<file path="src/design/bdt_pkg.sv">
package bdt_pkg;

  // Configuration register indexes
  localparam int CFG_INDEX_BITS = 2;
  localparam logic [CFG_INDEX_BITS-1:0] REG_COLUMN_LENGTH = 2'd0;
  localparam logic [CFG_INDEX_BITS-1:0] REG_COLUMN_COUNT  = 2'd1;

  // Field widths fixed by the interface
  localparam int CFG_DATA_BITS = 13;
  localparam int ROW_BITS      = 11;
  localparam int COLUMN_BITS   = 12;

  // Lower limit on the configured column length
  localparam int MIN_LENGTH = 5;

  // Sums are kept in sixteenths and rounded half up
  localparam int FRAC_BITS  = 4;
  localparam int ROUND_BIAS = 8;

  // Kernel chosen for one result
  typedef enum logic [2:0] {
    KIND_FIRST,
    KIND_MID,
    KIND_PENULT,
    KIND_LAST_ODD,
    KIND_LAST_EVEN
  } kind_t;

  // Control side of an item between the sequencer and the output stage
  typedef struct packed {
    kind_t                  kind;
    logic [ROW_BITS-1:0]    row;
    logic [COLUMN_BITS-1:0] column;
    logic                   column_done;
    logic                   frame_done;
  } item_ctrl_t;

  // Configuration write transaction
  typedef struct packed {
    logic                      valid;
    logic [CFG_INDEX_BITS-1:0] index;
    logic [CFG_DATA_BITS-1:0]  data;
  } cfg_write_t;

endpackage

</file>
<file path="src/design/bdt_sequencer.sv">
module bdt_sequencer #(
  parameter int MAX_COLUMN  = 4096,
  parameter int SAMPLE_BITS = 16
) (
  input  logic                       clk,
  input  logic                       rst,
  input  bdt_pkg::cfg_write_t        cfg,
  input  logic                       accept,
  input  logic [SAMPLE_BITS-1:0]     sample,
  input  logic                       advance,
  output logic                       item_valid,
  output bdt_pkg::item_ctrl_t        item_ctrl,
  output logic [SAMPLE_BITS-1:0]     item_taps [5]
);

  // The 13-bit register caps the usable length and count
  localparam int REG_MAX  = (1 << bdt_pkg::CFG_DATA_BITS) - 1;
  localparam int LEN_MAX  = (MAX_COLUMN < REG_MAX) ? MAX_COLUMN : REG_MAX;
  localparam int POS_BITS = $clog2(LEN_MAX);
  localparam int CB       = bdt_pkg::CFG_DATA_BITS;

  // Clamped configuration, held as derived compare values
  logic [POS_BITS-1:0] len_last;
  logic [POS_BITS-1:0] len_m2;
  logic                len_odd;
  logic [CB-1:0]       cnt_last;

  logic [CB-1:0] len_clamped;
  logic [CB-1:0] cnt_clamped;

  // A write to one of the two registers restarts the frame
  logic          cfg_hit;

  // Column state
  logic [POS_BITS-1:0]              position;
  logic [bdt_pkg::ROW_BITS-1:0]     row;
  logic [bdt_pkg::COLUMN_BITS-1:0]  column;
  logic [SAMPLE_BITS-1:0]           window [4];

  logic          is_last;
  logic          frame_end;
  logic          emit;
  bdt_pkg::kind_t kind;

  assign cfg_hit = cfg.valid && (cfg.index == bdt_pkg::REG_COLUMN_LENGTH ||
                                 cfg.index == bdt_pkg::REG_COLUMN_COUNT);

  // Clamp a register write into range
  always_comb begin
    if (cfg.data < CB'(bdt_pkg::MIN_LENGTH)) begin
      len_clamped = CB'(bdt_pkg::MIN_LENGTH);
    end else if (cfg.data > CB'(LEN_MAX)) begin
      len_clamped = CB'(LEN_MAX);
    end else begin
      len_clamped = cfg.data;
    end
    if (cfg.data == '0) begin
      cnt_clamped = CB'(1);
    end else if (cfg.data > CB'(LEN_MAX)) begin
      cnt_clamped = CB'(LEN_MAX);
    end else begin
      cnt_clamped = cfg.data;
    end
  end

  always_ff @(posedge clk) begin
    if (rst) begin
      len_last <= POS_BITS'(bdt_pkg::MIN_LENGTH - 1);
      len_m2   <= POS_BITS'(bdt_pkg::MIN_LENGTH - 2);
      len_odd  <= 1'b1;
      cnt_last <= '0;
    end else if (cfg.valid) begin
      case (cfg.index)
        bdt_pkg::REG_COLUMN_LENGTH: begin
          len_last <= POS_BITS'(len_clamped - CB'(1));
          len_m2   <= POS_BITS'(len_clamped - CB'(2));
          len_odd  <= len_clamped[0];
        end
        bdt_pkg::REG_COLUMN_COUNT: begin
          cnt_last <= cnt_clamped - CB'(1);
        end
        default: begin
        end
      endcase
    end
  end

  // Pick the kernel for this sample position
  always_comb begin
    is_last   = (position >= len_last);
    frame_end = ({1'b0, column} >= cnt_last);
    emit      = 1'b0;
    kind      = bdt_pkg::KIND_MID;
    if (is_last) begin
      emit = 1'b1;
      kind = len_odd ? bdt_pkg::KIND_LAST_ODD : bdt_pkg::KIND_LAST_EVEN;
    end else if (position == POS_BITS'(2)) begin
      emit = 1'b1;
      kind = bdt_pkg::KIND_FIRST;
    end else if (!position[0] && position >= POS_BITS'(4)) begin
      emit = 1'b1;
      kind = bdt_pkg::KIND_MID;
    end else if (len_odd && position == len_m2) begin
      emit = 1'b1;
      kind = bdt_pkg::KIND_PENULT;
    end
  end

  // Position, row and column counters; a register write restarts the frame
  always_ff @(posedge clk) begin
    if (rst || cfg_hit) begin
      position <= '0;
      row      <= '0;
      column   <= '0;
    end else if (accept) begin
      if (is_last) begin
        position <= '0;
        row      <= '0;
        column   <= frame_end ? '0 : column + 1'b1;
      end else begin
        position <= position + 1'b1;
        if (emit) begin
          row <= row + 1'b1;
        end
      end
    end
  end

  // Last four samples
  always_ff @(posedge clk) begin
    if (rst) begin
      for (int i = 0; i < 4; i++) begin
        window[i] <= '0;
      end
    end else if (accept) begin
      window[0] <= sample;
      for (int i = 1; i < 4; i++) begin
        window[i] <= window[i-1];
      end
    end
  end

  // Input register of the filter stage
  always_ff @(posedge clk) begin
    if (rst) begin
      item_valid <= 1'b0;
    end else if (accept && emit) begin
      item_valid <= 1'b1;
    end else if (advance) begin
      item_valid <= 1'b0;
    end
  end

  always_ff @(posedge clk) begin
    if (accept && emit) begin
      item_ctrl.kind        <= kind;
      item_ctrl.row         <= row;
      item_ctrl.column      <= column;
      item_ctrl.column_done <= is_last;
      item_ctrl.frame_done  <= is_last && frame_end;
      item_taps[0]          <= sample;
      for (int i = 1; i < 5; i++) begin
        item_taps[i] <= window[i-1];
      end
    end
  end

  // The first row of a column is always row zero
  a_first_row_zero: assert property (@(posedge clk) disable iff (rst)
    accept && emit && kind == bdt_pkg::KIND_FIRST |-> row == '0)
    else $error("first kernel issued at non-zero row");

  // A column end always restarts the position
  a_last_restarts: assert property (@(posedge clk) disable iff (rst)
    accept && is_last && !cfg.valid |=> position == '0)
    else $error("position not cleared after column end");

endmodule

</file>
<file path="src/design/bdt_filter.sv">
module bdt_filter #(
  parameter int SAMPLE_BITS = 16
) (
  input  bdt_pkg::kind_t          kind,
  input  logic [SAMPLE_BITS-1:0]  taps [5],
  output logic [SAMPLE_BITS-1:0]  filtered
);

  localparam int SUM_BITS = SAMPLE_BITS + bdt_pkg::FRAC_BITS;

  logic [SUM_BITS-1:0] e [5];
  logic [SUM_BITS-1:0] sum;
  logic [SUM_BITS-1:0] rounded;

  // Widen the taps so sums in sixteenths cannot overflow
  always_comb begin
    for (int i = 0; i < 5; i++) begin
      e[i] = SUM_BITS'(taps[i]);
    end
  end

  // Constant weights built from shifts and adds
  always_comb begin
    case (kind)
      bdt_pkg::KIND_FIRST:
        sum = (e[2] << 3) + (e[2] << 1) + e[2] + (e[1] << 2) + e[0];
      bdt_pkg::KIND_MID:
        sum = e[0] + (e[1] << 2) + (e[2] << 2) + (e[2] << 1) + (e[3] << 2) + e[4];
      bdt_pkg::KIND_PENULT:
        sum = (e[0] << 2) + e[0] + (e[1] << 2) + (e[1] << 1) + (e[2] << 2) + e[3];
      bdt_pkg::KIND_LAST_ODD:
        sum = (e[0] << 3) + (e[0] << 1) + e[0] + (e[1] << 2) + e[2];
      bdt_pkg::KIND_LAST_EVEN:
        sum = (e[1] << 3) + (e[1] << 1) + e[1] + (e[2] << 2) + e[3];
      default:
        sum = '0;
    endcase
  end

  // Round half up, drop the fraction
  always_comb begin
    rounded  = (sum + SUM_BITS'(bdt_pkg::ROUND_BIAS)) >> bdt_pkg::FRAC_BITS;
    filtered = rounded[SAMPLE_BITS-1:0];
  end

endmodule

</file>
<file path="src/design/binomial_decimate_by_two.sv">
// Channel   Direction  Transaction              Payload
// s_*       in         one sample               tdata: sample
// m_*       out        one decimated result     tdata: filtered, out_row, out_column;
//                                               tlast: column_done; tuser: frame_done
// cfg_*     in         one register write       cfg_index, cfg_data
//
// One sample is accepted every cycle while s_tready is high; a result passes the
// filter input register, then the output register, after the sample that completes it.
// Each column of L samples gives ceil(L/2) results; other samples give none.
// rst is synchronous: column length 5, column count 1, counters and window clear.
// When m_tready is low with m_tvalid high, the output register holds and the filter
// input register keeps its item; s_tready drops only while both are full.
module binomial_decimate_by_two #(
  parameter int MAX_COLUMN  = 4096,
  parameter int SAMPLE_BITS = 16
) (
  input  logic                                clk,
  input  logic                                rst,
  // sample stream
  input  logic                                s_tvalid,
  output logic                                s_tready,
  input  logic [((SAMPLE_BITS+7)/8)*8-1:0]    s_tdata,  // sample
  // result stream
  output logic                                m_tvalid,
  input  logic                                m_tready,
  output logic [((SAMPLE_BITS+bdt_pkg::ROW_BITS+bdt_pkg::COLUMN_BITS+7)/8)*8-1:0] m_tdata,
                                                        // filtered, out_row, out_column
  output logic                                m_tlast,  // column_done
  output logic                                m_tuser,  // frame_done
  // configuration writes
  input  logic                                cfg_valid,
  output logic                                cfg_ready,
  input  logic [bdt_pkg::CFG_INDEX_BITS-1:0]  cfg_index,
  input  logic [bdt_pkg::CFG_DATA_BITS-1:0]   cfg_data
);

  localparam int TDATA_BITS =
    ((SAMPLE_BITS + bdt_pkg::ROW_BITS + bdt_pkg::COLUMN_BITS + 7) / 8) * 8;

  bdt_pkg::cfg_write_t cfg;
  bdt_pkg::item_ctrl_t item_ctrl;
  bdt_pkg::item_ctrl_t out_ctrl;

  logic                   accept;
  logic                   advance;
  logic                   out_free;
  logic                   item_valid;
  logic [SAMPLE_BITS-1:0] item_taps [5];
  logic [SAMPLE_BITS-1:0] filtered;
  logic [SAMPLE_BITS-1:0] out_filtered;

  // Handshakes
  assign cfg_ready = 1'b1;
  assign cfg.valid = cfg_valid;
  assign cfg.index = cfg_index;
  assign cfg.data  = cfg_data;

  assign out_free = !m_tvalid || m_tready;
  assign advance  = item_valid && out_free;
  assign s_tready = !item_valid || out_free;
  assign accept   = s_tvalid && s_tready;

  bdt_sequencer #(
    .MAX_COLUMN  (MAX_COLUMN),
    .SAMPLE_BITS (SAMPLE_BITS)
  ) u_sequencer (
    .clk        (clk),
    .rst        (rst),
    .cfg        (cfg),
    .accept     (accept),
    .sample     (s_tdata[SAMPLE_BITS-1:0]),
    .advance    (advance),
    .item_valid (item_valid),
    .item_ctrl  (item_ctrl),
    .item_taps  (item_taps)
  );

  bdt_filter #(
    .SAMPLE_BITS (SAMPLE_BITS)
  ) u_filter (
    .kind     (item_ctrl.kind),
    .taps     (item_taps),
    .filtered (filtered)
  );

  // Output register
  always_ff @(posedge clk) begin
    if (rst) begin
      m_tvalid <= 1'b0;
    end else if (out_free) begin
      m_tvalid <= item_valid;
    end
  end

  always_ff @(posedge clk) begin
    if (advance) begin
      out_filtered <= filtered;
      out_ctrl     <= item_ctrl;
    end
  end

  assign m_tdata = TDATA_BITS'({out_ctrl.column, out_ctrl.row, out_filtered});
  assign m_tlast = out_ctrl.column_done;
  assign m_tuser = out_ctrl.frame_done;

  // A frame end is always a column end
  a_frame_is_column_end: assert property (@(posedge clk) disable iff (rst)
    m_tvalid && m_tuser |-> m_tlast)
    else $error("frame_done without column_done");

  // With both stages empty s_tready is always high
  a_ready_when_empty: assert property (@(posedge clk) disable iff (rst)
    !item_valid && !m_tvalid |-> s_tready)
    else $error("s_tready low with empty pipeline");

  // A blocked filter stage keeps its item
  a_item_held: assert property (@(posedge clk) disable iff (rst)
    item_valid && !out_free |=> item_valid && $stable(item_ctrl))
    else $error("filter stage item lost under stall");

endmodule

</file>
<file path="config.mk">
export PLATFORM = sky130hd
export DESIGN_NAME = binomial_decimate_by_two
export DESIGN_NICKNAME = d
export VERILOG_FILES = /design/src/design/bdt_pkg.sv /design/src/design/bdt_sequencer.sv /design/src/design/bdt_filter.sv /design/src/design/binomial_decimate_by_two.sv
export SDC_FILE = /design/constraint.sdc
export NUM_CORES = 1
export LEC_CHECK = 0
export ABC_CLOCK_PERIOD_IN_PS = 7700
export CAP_MARGIN = 20
export CORE_UTILIZATION = 55
export DETAILED_ROUTE_END_ITERATION = 8
export DONT_BUFFER_PORTS = 1
export PLACE_DENSITY = 0.69
export SYNTH_ARGS = -nofsm -noshare
export SYNTH_HDL_FRONTEND = slang
export SYNTH_SLANG_ARGS = --single-unit
</file>
<file path="constraint.sdc">
create_clock -name clk -period 7.7 [get_ports clk]
set_input_delay 1.54 -clock clk [delete_from_list [all_inputs] [get_ports clk]]
set_output_delay 1.54 -clock clk [all_outputs]
set_load 0.03 [all_outputs]
</file>
==> out/qor.yml, run 1 <==
yosysUniqueCellTypes: 97
async_flop_share_pct: 0
synth_commonest_cells: "fa_1, edfxtp_1, inv_1"
regArea_sq_um: 7880
yosysTopAreaCell: "edfxtp_1"
dieHeight_um: 204
grt_pass1_vias: 16200
hold_viol: 0
grt_max_degree: 76
cp.arrival_ns: 7.50
vias: 15400
dp_hpwl_um: 42600
clock_path_buffers: 3
crit_path_start_kind: "register"
cp-endpoint: "out_filtered[15]$_DFFE_PP_"
syn_to_final_growth_pct: 6.97
min_period_ns: 7.16
fillers: 3312
cts_sinks: 287
rrSetupSlack_ns: 0.54
syn_area_sq_um: 22500
ant_nets: 0
fmax_ghz: 0.140
r2r_cells: 27
ctsResizeCount: 0
worstPathMaxFanout: 6
setup_tns_ns: 0
met3_length_um: 3750
seq_area_frac_synth_pct: 35.0
cts_tree: "built"
syn-instance-count: 2032
die_x_um: 204
gp_congestion: 0.933
diodes: 0
synth_nets: 2463
critPathKind: "reg2reg"
dieArea_sq_um: 41700
avgSynthCellArea_sq_um: 11.1
hp-class: "reg2reg"
nets: 2469
dr.pass1.iters: 5
tightest_slew_ns: 1.01
grt_pass1_wl_um: 86900
cts_setup_buffers: 0
grtUsageTotal_pct: 26.9
setup_violations: 0
drc: 0
power_density_nw_per_um2: 233
p_leak_nw: 9.58
grt_overflow_total: 0
routed.top_layer: "met4"
multi_input_area_sq_um: 13700
ys.flop_type: "edfxtp_1"
timing.rr.start: "u_sequencer.item_taps[66]$_DFFE_PP_"
post_route_cells_drive_above_1_share_pct: 5.33
maxCapViolCount: 0
wl_per_cell_um: 20.9
crit_path_end_kind: "register"
row_count: 73
drt-total-wl_um: 54200
synth_edf_count: 213
wl_met2_um: 25900
dpl_cell_area_sq_um: 23100
antenna_found_initial: 0
timing.rr.end: "out_filtered[15]$_DFFE_PP_"
root_buffer: "clkbuf_16"
synth_area_leaders: "edfxtp_1, fa_1, ha_1, dfxtp_1, xnor2_1"
htree_levels: 1
io_pins: 81
synth_top_area_share_pct: 28.4
portBuffers: 0
final_area_sq_um: 24100
start_util_pct: 56.2
wl_met1_um: 23200
synth_most_common_cell: "fa_1"
rsz0062_at_grt: "no"
crit_required_ns: 8.04
yosysWarnings: 0
startpoint: "u_sequencer.item_taps[66]$_DFFE_PP_"
final_max_slew_viol_count: 0
path_clk_slew_ns: 0.07
clkLatencyLatePin_ns: 0.58
fin_skew_ns: 0.0236
cts_inserted_buffers: 31
drt_iter0_drc: 1019
ir_worst_vdd_mv: 0.183
min_period_over_period_pct: 93.0
slew_headroom_pct: 32.4
synth-seq-cells: 287
core-area_sq_um: 40000
ctsHoldBuffers: 0
status: "complete, no violations"
viasPerCell: 5.94
[area by class of cell]
class                           count  share of cell area, %
Sequential cell                   287                   32.7
Tap cell                          525                   2.73
Inverter                          191                   2.99
Timing Repair Buffer               19                  0.665
Multi-Input combinational cell   1508                   56.9
Clock inverter                     19                  0.650
Clock buffer                       39                   3.35
[flip-flops by register name, indices dropped and copies added, names as in the netlist, 12 cells and up]
| register | cells |
|---|---|
| u_sequencer.item_taps | 80 |
| u_sequencer.window | 64 |
| u_sequencer.item_ctrl | 28 |
| m_tdata | 23 |
| out_filtered | 16 |
| u_sequencer.cnt_last | 13 |
| u_sequencer.column | 12 |
| u_sequencer.len_last | 12 |
| u_sequencer.len_m2 | 12 |
| u_sequencer.position | 12 |
[worst min-delay path by stage]
stage / start / endpoint / slack [ns] / cells after the start
5_1_grt: u_sequencer.item_ctrl[12]$_DFFE_PP_ / m_tdata[37]$_DFFE_PP_ / 0.42 / 0
3_5_place_dp: u_sequencer.item_ctrl[22]$_DFFE_PP_ / m_tdata[24]$_DFFE_PP_ / 0.40 / 0
3_3_place_gp: u_sequencer.window[3][6]$_SDFFCE_PN0P_ / u_sequencer.item_taps[6]$_DFFE_PP_ / 0.40 / 0
2_1_floorplan: u_sequencer.item_ctrl[14]$_DFFE_PP_ / m_tdata[16]$_DFFE_PP_ / 0.40 / 0
6_report: u_sequencer.item_ctrl[12]$_DFFE_PP_ / m_tdata[37]$_DFFE_PP_ / 0.42 / 0
4_1_cts: u_sequencer.item_ctrl[12]$_DFFE_PP_ / m_tdata[37]$_DFFE_PP_ / 0.41 / 0
[metrics by stage]
step | power, mW | std cells | worst slack, ns | hold WS, ns | utilization [%]
floorplan | 3.58 | 2032 | 1.08 | 0.400 | -
global placement | 4.11 | 2528 | 0.720 | 0.401 | 57.7
detailed placement | 4.16 | 2528 | 0.610 | 0.405 | 57.7
CTS | 5.59 | 2586 | 0.601 | 0.415 | 60.1
global route | 5.93 | 2588 | 0.0277 | 0.417 | 60.2
finish | 5.60 | 2588 | 0.537 | 0.415 | 60.2
[critical path, stage by stage (launching register included)]
cell and delay, ns:
edfxtp_1 0.36, ha_1 0.18, inv_1 0.06, fa_1 0.41
nor2b_1 0.13, o21ai_0 0.10, a21boi_0 0.25, o21ai_0 0.14
a21boi_0 0.27, o21ai_0 0.24, a21o_1 0.24, a21boi_0 0.43
xor2_1 0.22, fa_1 0.47, fa_1 0.53, inv_1 0.06
fa_1 0.50, inv_1 0.04, ha_1 0.37, and4_1 0.25
a221o_1 0.32, a31oi_1 0.25, xor2_1 0.17, nor2_1 0.05
or4_4 0.55, nand3_2 0.13, nor4b_4 0.06, xor2_1 0.14
[cells in the final DEF, fill, tap and decap left out, drive strengths merged, types with 9 or more instances in the layout]
| cell type | n |
|---|---|
| nand3 | 47 |
| a21o | 25 |
| clkinv | 11 |
| clkbuf | 39 |
| a2111oi | 9 |
| or3 | 17 |
| a21oi | 90 |
| o211ai | 16 |
| o21a | 18 |
| and2 | 75 |
| o22ai | 13 |
| mux2i | 11 |
| nand3b | 10 |
| buf | 19 |
| a31oi | 13 |
| o21ai | 85 |
| o21bai | 9 |
| nand2 | 103 |
| xnor2 | 85 |
| a211oi | 40 |
| nor2b | 21 |
| ha | 164 |
| nor3 | 40 |
| xor2 | 50 |
| edfxtp | 213 |
| and3 | 16 |
| nand2b | 30 |
| dfxtp | 74 |
| nor2 | 142 |
| inv | 196 |
| nand4 | 14 |
| nor4 | 20 |
| fa | 231 |
[report_power, final]
| group | switching (mW) | total (mW) | internal, mW |
|---|---|---|---|
| combinational | 1.42 | 2.40 | 0.981 |
| clock | 0.622 | 1.41 | 0.784 |
| sequential | 0.0669 | 1.80 | 1.73 |
[cells by family (layout without fill, tap and decap cells)]
family	Yosys count	count (layout)	share of synthesized area [%]
adder cells (fa/ha/maj)	395	395	29.7
flip-flops	287	287	35.0
AO/OA/AOI/OAI	387	387	11.4
AND/OR/NAND/NOR	577	577	13.8
other	2	2	0.0334
multiplexers	12	12	0.539
XOR/XNOR	135	135	5.25
buffers and inverters	237	268	4.24
[per-layer routing]
metal / vias up / GRT usage [%]
met2: 484 / 44.6
li1: 7185 / -
met5: - / 0
met4: 0 / 7.36
met1: 7618 / 35.9
met3: 82 / 5.50
No activity file was read; power rests on OpenSTA's default activity.
==> run 2: changes to the inputs <==
--- a/config.mk
+++ b/config.mk
@@ -5,12 +5,13 @@
 export SDC_FILE = /design/constraint.sdc
 export NUM_CORES = 1
 export LEC_CHECK = 0
-export ABC_CLOCK_PERIOD_IN_PS = 7700
 export CAP_MARGIN = 20
+export CORE_ASPECT_RATIO = 1.1
 export CORE_UTILIZATION = 55
 export DETAILED_ROUTE_END_ITERATION = 8
 export DONT_BUFFER_PORTS = 1
 export PLACE_DENSITY = 0.69
+export SLEW_MARGIN = 20
 export SYNTH_ARGS = -nofsm -noshare
 export SYNTH_HDL_FRONTEND = slang
 export SYNTH_SLANG_ARGS = --single-unit
==> out/qor.yml, run 2 (synthesis gave the netlist of run 1 again) <==
critPathKind: "reg2reg"
largest_register_ffs: 80  # unchanged
multi_input_area_sq_um: 13700  # unchanged
r2r_cells: 25  # -7.4%
ant_nets: 0  # unchanged
power_density_nw_per_um2: 233  # about the same
rrSetupSlack_ns: 0.60  # +0.06 ns
dp_hpwl_um: 42300  # -0.66%
finalWorstSetupSlack_ns: 0.597  # +0.0600 ns
min_period_over_period_pct: 92.2  # -0.78 points
crit_path_start_kind: "register"
min_period_ns: 7.10  # -0.0600 ns
maxCapViolCount: 0  # unchanged
drt_iter0_drc: 928  # -8.9%
viasPerCell: 5.96  # +0.44%
grt_pass1_wl_um: 86500  # -0.52%
top_register: "u_sequencer.item_taps"
regArea_sq_um: 7880  # unchanged
slew_headroom_pct: 28.3  # -4.0 points
drt-total-wl_um: 53400  # -1.4%
hp-class: "reg2reg"
grt_overflow_total: 0  # unchanged
cts_setup_buffers: 0  # unchanged
place_ws_ns: 0.659  # +0.0490 ns
dieHeight_um: 214  # +4.8%
vias: 15300  # -0.26%
min_from: "u_sequencer.item_ctrl[0]$_DFFE_PP_"
drc: 0  # unchanged
report.power.total_mw: 5.60  # -0.12%
status: "complete, no violations"
row_count: 77  # +5.5%
dieArea_sq_um: 41700  # about the same
holdPathStages: 0  # unchanged
top_regs: "u_sequencer.item_taps (80), u_sequencer.window (64), u_sequencer.item_ctrl (28)"
die_x_um: 195  # -4.6%
hold_viol: 0  # unchanged
core-area_sq_um: 40300  # +0.66%
utilization_pct: 59.8  # -0.41 points
grt_max_degree: 72  # -5.3%
crit_path_end_kind: "register"
io_pins: 81  # unchanged
cts_sinks: 287  # unchanged
start_util_pct: 55.9  # -0.37 points
diodes: 0  # unchanged
dr.pass1.iters: 5  # unchanged
setup_violations: 0  # unchanged
wl_per_cell_um: 20.8  # -0.69%
gp_congestion: 0.957  # +2.5%
timing.rr.end: "out_filtered[15]$_DFFE_PP_"
antenna_found_initial: 0  # unchanged
clock_path_buffers: 3  # unchanged
root_buffer: "clkbuf_16"
crit_required_ns: 8.00  # -0.04 ns
holdWs_ns: 0.415  # -0.000492 ns
fin_skew_ns: 0.00828  # -0.0153 ns
cts_tree: "built"
post_route_cells_drive_above_1_share_pct: 5.20  # -0.13 points
setup_tns_ns: 0  # unchanged
portBuffers: 0  # unchanged
worstPathMaxFanout: 7  # +1
ir_worst_vdd_mv: 0.158  # -14%
path_clk_slew_ns: 0.06  # about the same
fillers: 3341  # +0.88%
rsz0062_at_grt: "no"
syn_to_final_growth_pct: 6.95  # about the same
cp.arrival_ns: 7.41  # -0.09 ns
tightest_slew_ns: 1.07  # +0.0601 ns
htree_levels: 1  # unchanged
clkLatencyLatePin_ns: 0.56  # -0.02 ns
timing.rr.start: "u_sequencer.item_taps[68]$_DFFE_PP_"
ctsHoldBuffers: 0  # unchanged
startpoint: "u_sequencer.item_taps[68]$_DFFE_PP_"
final_cell_mix: "fa_1, edfxtp_1, inv_1, ha_1, nor2_1"
ctsResizeCount: 0  # unchanged
cts_inserted_buffers: 30  # -3.2%
p_leak_nw: 9.57  # about the same
fmax_ghz: 0.141  # +0.85%
min_to: "m_tuser$_DFFE_PP_"
grtUsageTotal_pct: 26.5  # -0.40 points
grt_pass1_vias: 16100  # -0.45%
final_max_slew_viol_count: 0  # unchanged
final_common_cell: "fa_1"
nets: 2466  # -0.12%
==> run 2: cell count changes in the layout (fill, tap and decap cells not counted), sizes merged <==
cell / before / now
inv: 196 / 194
bufinv: 1 / 2
clkinvlp: 2 / 3
buf: 19 / 17
clkinv: 11 / 9
clkbuf: 39 / 37
==> run 2: critical path: stages, from the launching register on <==
cell and delay [ns]:
edfxtp_1 0.58, ha_1 0.41, nor2b_1 0.14, o21ai_0 0.13
a21boi_0 0.25, o21ai_0 0.14, a21boi_0 0.23, o21ai_0 0.17
a21o_1 0.22, a21boi_0 0.47, xor2_1 0.22, fa_1 0.46
fa_1 0.52, inv_1 0.05, fa_1 0.50, inv_1 0.05
ha_1 0.37, and4_1 0.26, a221o_1 0.32, a31oi_1 0.24
xor2_1 0.17, nor2_1 0.06, or4_4 0.55, nand3_2 0.13
nor4b_4 0.06, xor2_1 0.14
==> run 2: layer usage <==
metal | GRT usage (%) | vias up | part of all wire [%]
li1 | - | 7189 | -
met1 | 34.3 | 7611 | 42
met2 | 45.5 | 424 | 49
met3 | 4.58 | 105 | 5.8
met4 | 8.19 | 0 | 2.8
met5 | 0 | - | 0
==> run 2: worst max-delay path by stage <==
| stage | end | depth (start not counted) |
|---|---|---|
| floorplan | out_filtered[15]$_DFFE_PP_ | 27 |
| global placement | out_filtered[15]$_DFFE_PP_ | 25 |
| detailed placement | out_filtered[15]$_DFFE_PP_ | 25 |
| CTS | out_filtered[15]$_DFFE_PP_ | 25 |
| global route | out_filtered[13]$_DFFE_PP_ | 25 |
| finish | out_filtered[15]$_DFFE_PP_ | 25 |
==> run 2: power by group <==
| group | switching, mW | total (mW) | internal [mW] |
|---|---|---|---|
| logic | 1.40 | 2.38 | 0.978 |
| clock network | 0.592 | 1.42 | 0.825 |
| registers | 0.0662 | 1.80 | 1.73 |
==> run 2: final cells by class <==
| cell class | count | area share (%) |
|---|---|---|
| multi-input combinational | 1508 | 56.9 |
| sequential | 287 | 32.7 |
| clock buffer | 37 | 3.40 |
| inverter | 191 | 2.99 |
| tap | 513 | 2.67 |
| clock inverter | 17 | 0.692 |
| timing repair buffer | 17 | 0.614 |
==> run 2: stage by stage <==
stage / std cells / instance area [sq um]
2_1_floorplan: 2032 / 22500
3_3_place_gp: 2515 / 23100
3_5_place_dp: 2515 / 23100
4_1_cts: 2569 / 24000
5_1_grt: 2570 / 24100
6_report: 2570 / 24100
==> run 3: changes to the inputs <==
--- a/config.mk
+++ b/config.mk
@@ -7,10 +7,12 @@
 export LEC_CHECK = 0
 export CAP_MARGIN = 20
 export CORE_ASPECT_RATIO = 1.1
+export CORE_MARGIN = 2
 export CORE_UTILIZATION = 55
 export DETAILED_ROUTE_END_ITERATION = 8
 export DONT_BUFFER_PORTS = 1
 export PLACE_DENSITY = 0.69
+export RECOVER_POWER = 50
 export SLEW_MARGIN = 20
 export SYNTH_ARGS = -nofsm -noshare
 export SYNTH_HDL_FRONTEND = slang
==> out/qor.yml, run 3 (synthesis gave the netlist of run 1 again) <==
crit_required_ns: 8.01  # about the same
busiest_layer: "met2"
final_area_sq_um: 24100  # +0.23%
grtUsageTotal_pct: 26.2  # -0.30 points
diodes: 0  # unchanged
fmax_ghz: 0.142  # +0.54%
grt_overflow_total: 0  # unchanged
worstPathMaxFanout: 6  # -1
setup_violations: 0  # unchanged
dieArea_sq_um: 42500  # +2.0%
row_count: 77  # unchanged
portBuffers: 0  # unchanged
drc: 0  # unchanged
dr.pass1.iters: 7  # +2
cts_sinks: 287  # unchanged
cts_tree: "built"
top_regs: "u_sequencer.item_taps (80), u_sequencer.window (64), u_sequencer.item_ctrl (28)"
ant_nets: 0  # unchanged
rsz0062_at_grt: "no"
htree_levels: 1  # unchanged
drt-total-wl_um: 53800  # +0.70%
hold_viol: 0  # unchanged
min_period_ns: 7.06  # -0.0379 ns
drt_iter0_drc: 1255  # +35%
root_buffer: "clkbuf_16"
critPathKind: "reg2reg"
hp-class: "reg2reg"
syn_to_final_growth_pct: 7.20
met2_usage_pct: 44.7  # -0.73 points
final_common_cell: "fa_1"
status: "complete, but fails checks"
die_x_um: 197  # +1.0%
setup_tns_ns: 0  # unchanged
place_ws_ns: 0.479  # -0.181 ns
min_period_over_period_pct: 91.7  # -0.49 points
final_max_slew_viol_count: 42  # +42
clock_path_buffers: 3  # unchanged
use_met3_pct: 4.82  # +0.25 points
dpl_cell_area_sq_um: 23100  # about the same
nets: 2467  # +0.041%
post-place-cells: 2516  # +0.040%
cts_setup_buffers: 0  # unchanged
cts_inserted_buffers: 30  # unchanged
maxCapViolCount: 1  # +1
fillers: 3312  # -0.87%
viasPerCell: 5.97  # +0.11%
slew_headroom_pct: -80.4  # -110 points
start_util_pct: 55.9  # unchanged
gr-usage-met1_pct: 34.0  # -0.31 points
antenna_found_initial: 0  # unchanged
path_clk_slew_ns: 0.06  # about the same
post_route_cells_drive_above_1_share_pct: 5.10  # -0.10 points
vias: 15400  # +0.23%
ir_worst_vdd_mv: 0.176  # +12%
dp_hpwl_um: 42300  # about the same
core-area_sq_um: 40300  # unchanged
largest_register_ffs: 80  # unchanged
top_register: "u_sequencer.item_taps"
grt_max_degree: 73  # +1.4%
fin_skew_ns: 0.0176  # +0.00933 ns
grt_pass1_wl_um: 86800  # +0.41%
tightest_slew_ns: 2.71  # +1.63 ns
power_density_nw_per_um2: 237  # +2.0%
crit_path_end_kind: "register"
p_leak_nw: 9.60  # +0.22%
finalWorstSetupSlack_ns: 0.635  # +0.0379 ns
grt_pass1_vias: 16100  # +0.22%
clkLatencyLatePin_ns: 0.58  # +0.02 ns
gp_congestion: 0.962  # +0.57%
crit_path_start_kind: "register"
io_pins: 81  # unchanged
dieHeight_um: 216  # +0.93%
wl_per_cell_um: 20.9  # +0.59%
final_cells: 2573  # +0.12%
final_cell_mix: "fa_1, edfxtp_1, inv_1, ha_1, nor2_1"
report.power.total_mw: 5.72  # +2.2%
cp.arrival_ns: 7.37  # -0.04 ns
violations: "capacitance limit, slew limit"
-- run 3: cell types whose count changed in the layout (fill, tap and decap cells not counted), moves of 3 or more --
cell | before | now
bufinv_16 | 2 | 5
and2_1 | 73 | 53
clkinvlp_4 | 3 | 0
clkbuf_1 | 4 | 10
and2_0 | 0 | 20
-- run 3: repair_timing --
item / in CTS / in global routing
endpoints found under the hold margin: 0 / 0
resized for setup: 0 / 2
hold buffers: 0 / 0
endpoints found under the setup margin: 0 / 3
-- run 3: cell type report --
class                           count  area, sq um  area share [%]
Clock inverter                     15          219           0.908
Clock buffer                       41          853            3.54
Tap cell                          513          642            2.66
Timing Repair Buffer               18          120           0.498
Multi-Input combinational cell   1508        13700            56.8
Inverter                          191          719            2.98
Sequential cell                   287         7880            32.7
-- run 3: critical path, stage by stage (launching register included) --
cell and delay [ns]:
edfxtp_1 0.37, ha_1 0.19, inv_1 0.06, fa_1 0.40, nor2b_1 0.13, o21ai_0 0.12
a21boi_0 0.31, o21ai_0 0.17, a21boi_0 0.24, o21ai_0 0.20, a21o_1 0.24, a21boi_2 0.23
xor2_1 0.24, fa_1 0.48, fa_1 0.52, inv_1 0.06, fa_1 0.49, inv_1 0.04
ha_1 0.37, and4_1 0.26, a221o_1 0.33, a31oi_1 0.25, xor2_1 0.17, nor2_1 0.06
or4_4 0.55, nand3_2 0.13, nor4b_4 0.06, xor2_1 0.14
-- run 3: power breakdown --
part	switching [mW]	leakage, nW	internal, mW
registers	0.0657	2.69	1.73
clock network	0.594	0.526	0.944
logic	1.41	6.37	0.978
-- run 3: stage by stage --
stage	hold WS (ns)	utilization, %
final	0.417	59.9
after floorplan	0.400	-
after global placement	0.401	57.3
after global routing	0.421	59.9
after detailed placement	0.405	57.3
after CTS	0.418	59.9
-- run 3: path summary, 6_finish.rpt --
path / from / slack, ns / depth (start not counted) / endpoint
max: u_sequencer.item_taps[66]$_DFFE_PP_ / 0.64 / 27 / out_filtered[15]$_DFFE_PP_
min: u_sequencer.window[3][12]$_SDFFCE_PN0P_ / 0.42 / 0 / u_sequencer.item_taps[12]$_DFFE_PP_
max reg2reg: u_sequencer.item_taps[66]$_DFFE_PP_ / 0.64 / 27 / out_filtered[15]$_DFFE_PP_
min reg2reg: u_sequencer.window[3][12]$_SDFFCE_PN0P_ / 0.42 / 0 / u_sequencer.item_taps[12]$_DFFE_PP_
-- run 3: layer usage --
metal | routed length (um) | share of wire [%]
met4 | 1630 | 3.0
met5 | 0 | 0
met1 | 22300 | 42
met3 | 3310 | 6.1
met2 | 26500 | 49
